File: config.mk
export PLATFORM = sky130hd
export DESIGN_NAME = ntl_cell
export DESIGN_NICKNAME = d
export VERILOG_FILES = /design/src/design/ntl_pkg.sv /design/src/design/ntl_cell.sv
export SDC_FILE = /design/constraint.sdc
export NUM_CORES = 1
export LEC_CHECK = 0
export BUFFER_PORTS_ARGS = -buffer_cell sky130_fd_sc_hd__buf_2
export CAP_MARGIN = 40
export CELL_PAD_IN_SITES_DETAIL_PLACEMENT = 1
export CELL_PAD_IN_SITES_GLOBAL_PLACEMENT = 1
export CORE_MARGIN = 8
export CORE_UTILIZATION = 47
export DETAILED_ROUTE_END_ITERATION = 8
export GPL_TIMING_DRIVEN = 0
export PLACE_DENSITY = 0.72
export SLEW_MARGIN = 10
export SYNTH_ARGS = -nofsm -noshare
export SYNTH_HDL_FRONTEND = slang
export SYNTH_SLANG_ARGS = --single-unit
File: constraint.sdc
create_clock -name aclk -period 14.5 [get_ports aclk]
set_input_delay 2.9 -clock aclk [delete_from_list [all_inputs] [get_ports aclk]]
set_output_delay 2.9 -clock aclk [all_outputs]
set_load 0.1 [all_outputs]
File: src/design/ntl_pkg.sv
// Shared constants, payload and chain types of the texton labeler.
package ntl_pkg;

    localparam int NUM_CODEWORDS  = 32;
    localparam int NUM_CHANNELS   = 2;
    localparam int PATCH_ELEMENTS = 25;

    localparam int CW_W      = (NUM_CODEWORDS > 1) ? $clog2(NUM_CODEWORDS) : 1;
    localparam int CH_W      = (NUM_CHANNELS > 1) ? $clog2(NUM_CHANNELS) : 1;
    localparam int MEM_DEPTH = NUM_CHANNELS * PATCH_ELEMENTS;
    localparam int MEM_AW    = (MEM_DEPTH > 1) ? $clog2(MEM_DEPTH) : 1;
    localparam int ACC_W     = 32;
    localparam int SQ_W      = 25;
    localparam int APB_AW    = 2;

    localparam logic CMD_WRITE = 1'b0;
    localparam logic CMD_PIXEL = 1'b1;

    localparam logic [ACC_W-1:0] ACC_MAX = '1;

    typedef struct packed {
        logic        cmd;
        logic [5:0]  code_index;
        logic [4:0]  elem_index;
        logic [11:0] code_value;
        logic [7:0]  pixel;
        logic        channel;
        logic        last_pixel;
    } ntl_in_t;

    typedef struct packed {
        logic [5:0]  texton_label;
        logic [31:0] best_dist_sq;
        logic        matched;
    } ntl_out_t;

    // Decoded transaction as it walks down the cell row.
    typedef struct packed {
        logic              valid;
        logic              wr;
        logic              add;
        logic              last;
        logic [CH_W-1:0]   chan;
        logic [CW_W-1:0]   entry;
        logic [MEM_AW-1:0] addr;
        logic [11:0]       code_value;
        logic [7:0]        pixel;
    } ntl_tok_t;

    // Running minimum handed from cell to cell with the last pixel.
    typedef struct packed {
        logic [ACC_W-1:0] best;
        logic [CW_W-1:0]  idx;
    } ntl_srch_t;

endpackage

File: src/design/ntl_cell.sv
// One codeword cell: codeword storage, distance accumulator, minimum step.
module ntl_cell
    import ntl_pkg::*;
(
    input  logic             aclk,
    input  logic             aresetn,
    input  logic             adv,
    input  logic [CW_W-1:0]  cell_id,
    input  ntl_tok_t         tok_in,
    input  ntl_srch_t        srch_in,
    output ntl_tok_t         tok_out,
    output ntl_srch_t        srch_out
);

    logic [11:0]      mem [MEM_DEPTH];
    logic [11:0]      rd_reg;
    ntl_tok_t         tok_reg;
    ntl_srch_t        srch_reg;
    logic [ACC_W-1:0] acc_reg;
    logic [ACC_W-1:0] acc_next;

    logic [11:0]        px_q;
    logic signed [12:0] diff;
    logic signed [25:0] prod;
    logic [SQ_W-1:0]    sq;
    logic [ACC_W:0]     sum;
    logic [ACC_W-1:0]   acc_upd;
    logic               take_own;

    // Codeword store, read with the transaction entering this cell.
    always_ff @(posedge aclk) begin
        if (adv) begin
            if (tok_in.valid && tok_in.wr && tok_in.entry == cell_id) begin
                mem[tok_in.addr] <= tok_in.code_value;
            end
            rd_reg <= mem[tok_in.addr];
        end
    end

    always_comb begin
        px_q     = {tok_reg.pixel, 4'b0000};
        diff     = $signed({1'b0, px_q}) - $signed({1'b0, rd_reg});
        prod     = diff * diff;
        sq       = prod[SQ_W-1:0];
        sum      = {1'b0, acc_reg} + {{(ACC_W + 1 - SQ_W){1'b0}}, sq};
        acc_upd  = acc_reg;
        if (tok_reg.valid && tok_reg.add) begin
            acc_upd = sum[ACC_W] ? ACC_MAX : sum[ACC_W-1:0];
        end
        // The first cell has no predecessor; ties keep the lower index.
        take_own = (cell_id == '0) || (acc_upd < srch_reg.best);
        srch_out.best = take_own ? acc_upd : srch_reg.best;
        srch_out.idx  = take_own ? cell_id : srch_reg.idx;

        acc_next = acc_reg;
        if (tok_reg.valid) begin
            acc_next = tok_reg.last ? '0 : acc_upd;
        end
    end

    always_ff @(posedge aclk) begin
        if (!aresetn) begin
            tok_reg.valid <= 1'b0;
            acc_reg       <= '0;
        end else if (adv) begin
            tok_reg.valid <= tok_in.valid;
            acc_reg       <= acc_next;
        end
    end

    always_ff @(posedge aclk) begin
        if (adv) begin
            tok_reg.wr         <= tok_in.wr;
            tok_reg.add        <= tok_in.add;
            tok_reg.last       <= tok_in.last;
            tok_reg.chan       <= tok_in.chan;
            tok_reg.entry      <= tok_in.entry;
            tok_reg.addr       <= tok_in.addr;
            tok_reg.code_value <= tok_in.code_value;
            tok_reg.pixel      <= tok_in.pixel;
            srch_reg           <= srch_in;
        end
    end

    assign tok_out = tok_reg;

endmodule

Word level (Yosys, flattened, before mapping)
Memories as Yosys holds them, arrays and structs flattened. A register that Yosys moved wholly into a read port is not among the register bits.
Cells that the tools add are included.
{"block": "word_totals", "reg_bits": 105, "ramBits": 600, "input_bits": 81, "output_inout_bits": 73, "n_memories": 1}
{"block": "classes", "n_addsub": 2, "n_mul": 1, "magnitude_cmp": 1, "n_eq_ne": 1, "mux": 8, "reduce_logical": 6}
{"memory": "mem", "depth": 50, "width": 12, "rd": 1, "rd_ports_with_merged_regs": 1, "wr": 1, "line": "ntl_cell.sv:15", "rtl": "logic [11:0] mem [MEM_DEPTH];"}
{"op": "$mux W32", "n": 4}
{"op": "$add A32 B25 Y33", "n": 1}
{"op": "$lt A32 B32 Y1", "n": 1}
{"op": "$mul A13 B13 Y25", "n": 1}
{"op": "$sub A12 B12 Y13", "n": 1}
{"op": "$eq A5 B5 Y1", "n": 1}
{"op": "$logic_not A5 Y1", "n": 1}
{"op": "$mux W5", "n": 1}
{"op": "$logic_and A1 B1 Y1", "n": 3}
{"op": "$mux W1", "n": 3}
{"op": "$reduce_and A2 Y1", "n": 1}
{"op": "$logic_or A1 B1 Y1", "n": 1}

Longest topological paths before layout
{"block": "logic_depth", "ltp_word": 8, "ltp_mapped": 54, "mapped_depth_nobuf": 50}

Worst setup path before layout
OpenSTA, ideal clock, no wires.
{"block": "synth_path", "path_kind": "reg2out", "startpoint": "register tok_reg (netlist bit tok_out[0])", "endpoint": "output port srch_out[2] (netlist bit)", "arrival_ns": 11.998, "path_slack_ns": -0.398, "stages_incl_launch_ff": 49, "path_buffers": 2, "path_cell_list": "edfxtp_1 -> ha_1 -> a41oi_1 -> o21ai_1 -> a21oi_1 -> o21ai_1 -> xnor2_1 -> clkinv_1 -> nand2_1 -> inv_1 -> ha_1 -> xor2_1 -> fa_1 -> inv_1 -> fa_1 -> fa_1 -> fa_1 -> inv_1 -> (+13 left out) -> a21o_1 -> a21oi_1 -> nor2b_1 -> o21ai_2 -> a21o_1 -> buf_2 -> buf_2 -> o22a_1 -> ha_1 -> a211oi_1 -> o21ai_0 -> o211ai_1 -> a21oi_1 -> a211o_1 -> a21oi_1 -> o21ai_2 -> mux2i_1 -> nor2_1"}
{"item": "start, declared", "line": "ntl_cell.sv:17", "rtl": "ntl_tok_t tok_reg;"}
{"item": "end, declared", "line": "ntl_cell.sv:12", "rtl": "output ntl_srch_t srch_out"}

==> metrics.md <==
| Metric | Value |
|---|---|
| Layout Nets | 3207 |
| Arr. time, crit path | 11870 ps |
| Clk sinks | 717 |
| Layout cells sized above 1 | 22.84% |
| Post-Route Utilization | 58.42% |
| Failing checks | setup timing |
| Final wirelength | 119900 um |
| R2R Setup Slk | 5030 ps |
| Max transition margin | 35.52% |
| First-pass GRT wire length | 173400 um |
| DIE AREA | 0.08228 mm^2 |
| Synth top area share | 59.57% |
| Max FO, Critical Path | 4 |
| Critical path class | flip-flop to output pin |
| Chip height | 286.9 um |
| Critical path capture point type | output pin |
| Root buffer cell | clkbuf_16 |
| Initial Util | 47.34% |
| Synth Instances | 2455 |
| Crit share post-route | 101.9% |
| CTS tree | built |
| Total core area | 0.07283 mm^2 |
| Synth Warn # | 0 |
| Hold path cells | 2 |
| R2r endpoint | acc_reg[9]$_SDFFE_PN0P_ |
| Drt first pass iters | 6 |
| Synth-to-Final Area Change | 23.41% |
| Global route overflow | 0 |
| Synth area leaders | edfxtp_1 (60%), fa_1 (7.8%), ha_1 (5.0%) |
| CP max-delay cell | fa_2 |
| Vias | 24.18k |
| Cell area after synthesis | 0.03448 mm^2 |
| R2r worst-path depth | 39 |
| Final hold violations | 0 |
| Post-route DRC violation count | 0 |
| Cell variety after synth | 76 |
| Clock latency on the worst-skew pair | 650 ps |
| CP Launch Type | flip-flop |
| Fmax | 67.71 MHz |
| Final worst slack | -269.7 ps |
| GP Congestion | 0.9527 |
| Synth Register Bits | 717 |
| Syn nets | 2808 |
| Die width | 286.9 um |
| Fill cell count | 6938 |
| Final setup viols | 37 |
| Synth area leader | edfxtp_1 |
| Hold Buf Count CTS | 0 |
| Worst Setup SP | tok_out[0]$_DFFE_PP_ |
| Register area share after synthesis | 61.49% |
| Initial DRC Count | 2441 |
| Vias in the first global route | 25.95k |
| CTS buffer count | 75 |
| Pin count of the biggest net entering global routing | 59 |
| Max clock buf depth | 3 |
| Vias per inst | 6.243 |
| Max reg flops | 600 |
| Async set or reset register ratio after synthesis | 0% |
| Hold path endpoint | acc_reg[16]$_SDFFE_PN0P_ |
| Hpwl dp | 83780 um |
| Slowest stage delay, CP | 570 ps |
| WP data required | 11600 ps |
| Clock slew at reported path FFs | 60 ps |
| TNS Setup | -7736 ps |
| Final slew viol count | 0 |
| Routed Antenna Nets | 0 |
| Worst-Margin Slew | 965.1 ps |
| DR WL/cell | 30.95 um |
| Worst hold path class | flip-flop to flip-flop |
| Period minus WS final | 14770 ps |
| Unrepaired setup endpoints after global routing | true |
| Worst clock skew | 42.62 ps |
| Max-cap violations | 0 |
| Row cnt | 99 |
| Number of synthesized flops with an enable pin | 684 |
| Initial antenna violation count | 3 |
| Status | finished, violations left |
| Synth Flop Type | edfxtp_1 |
| Syn Area/Cell | 14.04 um^2 |
| Hold wc startpoint | acc_reg[16]$_SDFFE_PN0P_ |
| GRT Overall Usage | 28.51% |
| H-tree Lvls | 3 |
| Worst reg2reg startpoint | tok_out[0]$_DFFE_PP_ |
| I/O Buffers | 153 |
| IO Count | 154 |
cell type report:
type	instances	area, um^2	share of cell area [%]
diodes	3	7.507	0.01764
clock inverters	40	424.2	0.9968
multi-input cells	1407	13200	31.01
well taps	959	1200	2.820
repair buffers	324	3223	7.575
flip-flops and latches	717	21200	49.82
inverters	227	868.3	2.041
clock buffers	94	1969	4.628
plain buffers	102	462.9	1.088
routing by layer:
| layer | track usage (%) | wire length [um] | vias up | share of wire [%] |
|---|---|---|---|---|
| met4 | 13.94 | 7100 | 2 | 5.9 |
| met3 | 5.050 | 8759 | 356 | 7.3 |
| met1 | 33.38 | 43050 | 12521 | 36 |
| met2 | 50.39 | 60950 | 1175 | 51 |
| met5 | 0 | 18 | - | 0.015 |
| li1 | - | - | 10124 | - |
cell families after synthesis:
kind of cell    synth area share [%]
flops                          61.49
fa+ha+maj                      12.81
xor+xnor                       1.651
buf+inv                        3.687
simple gates                   5.857
mux                            1.912
other cells                  0.01088
compound gates                 12.58
repair_timing:
action	4_1_cts	5_1_grt
gates cloned	3	2
endpoints found under the hold margin	0	0
buffers inserted	46	30
pin swaps	52	68
resized for setup	295	112
setup endpoints to repair	37	37
cell usage after synthesis (all sizes together), types with 16 or more instances:
master  instances
edfxtp        684
inv           224
a22oi         206
nor2          140
ha            137
fa            135
nand2         105
clkbuf         76
a21oi          69
a221oi         54
a22o           54
o21ai          49
mux2           43
a31oi          42
xnor2          42
nand4          36
dfxtp          33
nor2b          30
buf            29
nor3           26
nand3          23
xor2           23
o22a           19
and3           17
mux2i          16
how the worst max path moves through the flow:
stage | end | depth (start not counted)
6_report | srch_out[5] | 49
5_1_grt | srch_out[5] | 48
4_1_cts | srch_out[17] | 48
3_5_place_dp | srch_out[29] | 52
3_3_place_gp | srch_out[33] | 51
2_1_floorplan | srch_out[0] | 49
cell usage in the layout, fill, tap and decap left out, types with 34 or more instances in the layout:
cell       instances
a221oi_1          52
buf_4             85
buf_6             44
buf_12            49
nand4_1           34
inv_1            214
mux2_4            39
a22o_1            54
a21oi_1           47
buf_2            124
edfxtp_1         684
a22oi_1          205
nor2_1           100
a31oi_1           38
clkbuf_1          90
nand2_1          100
clkbuf_16         78
xnor2_1           36
fa_1             130
ha_1             117
nor2_2            37
metrics by stage:
stage | area [um^2] | hold slack (ps) | setup WS, ps | instances
detailed placement | 37750 | 511.1 | -2094 | 3658
global placement | 36450 | 491.4 | -2156 | 3567
floorplan | 34480 | 452.6 | 16.44 | 2455
global route | 42550 | 567.4 | -633.5 | 3871
finish | 42550 | 543.7 | -269.7 | 3873
CTS | 41710 | 534.4 | -186.3 | 3838
worst max-delay path, delay by kind of cell (launching register included):
family / cells / cell delay (ps)
multiplexers: 2 / 760
adder cells (fa/ha/maj): 10 / 4160
AO/OA/AOI/OAI: 16 / 2850
buffers and inverters: 10 / 1170
XOR/XNOR: 2 / 450
flip-flops: 1 / 480
AND/OR/NAND/NOR: 9 / 1400
Power is not shown: default switching activity piles up to over one toggle a cycle in this logic, so the estimate is an artifact.
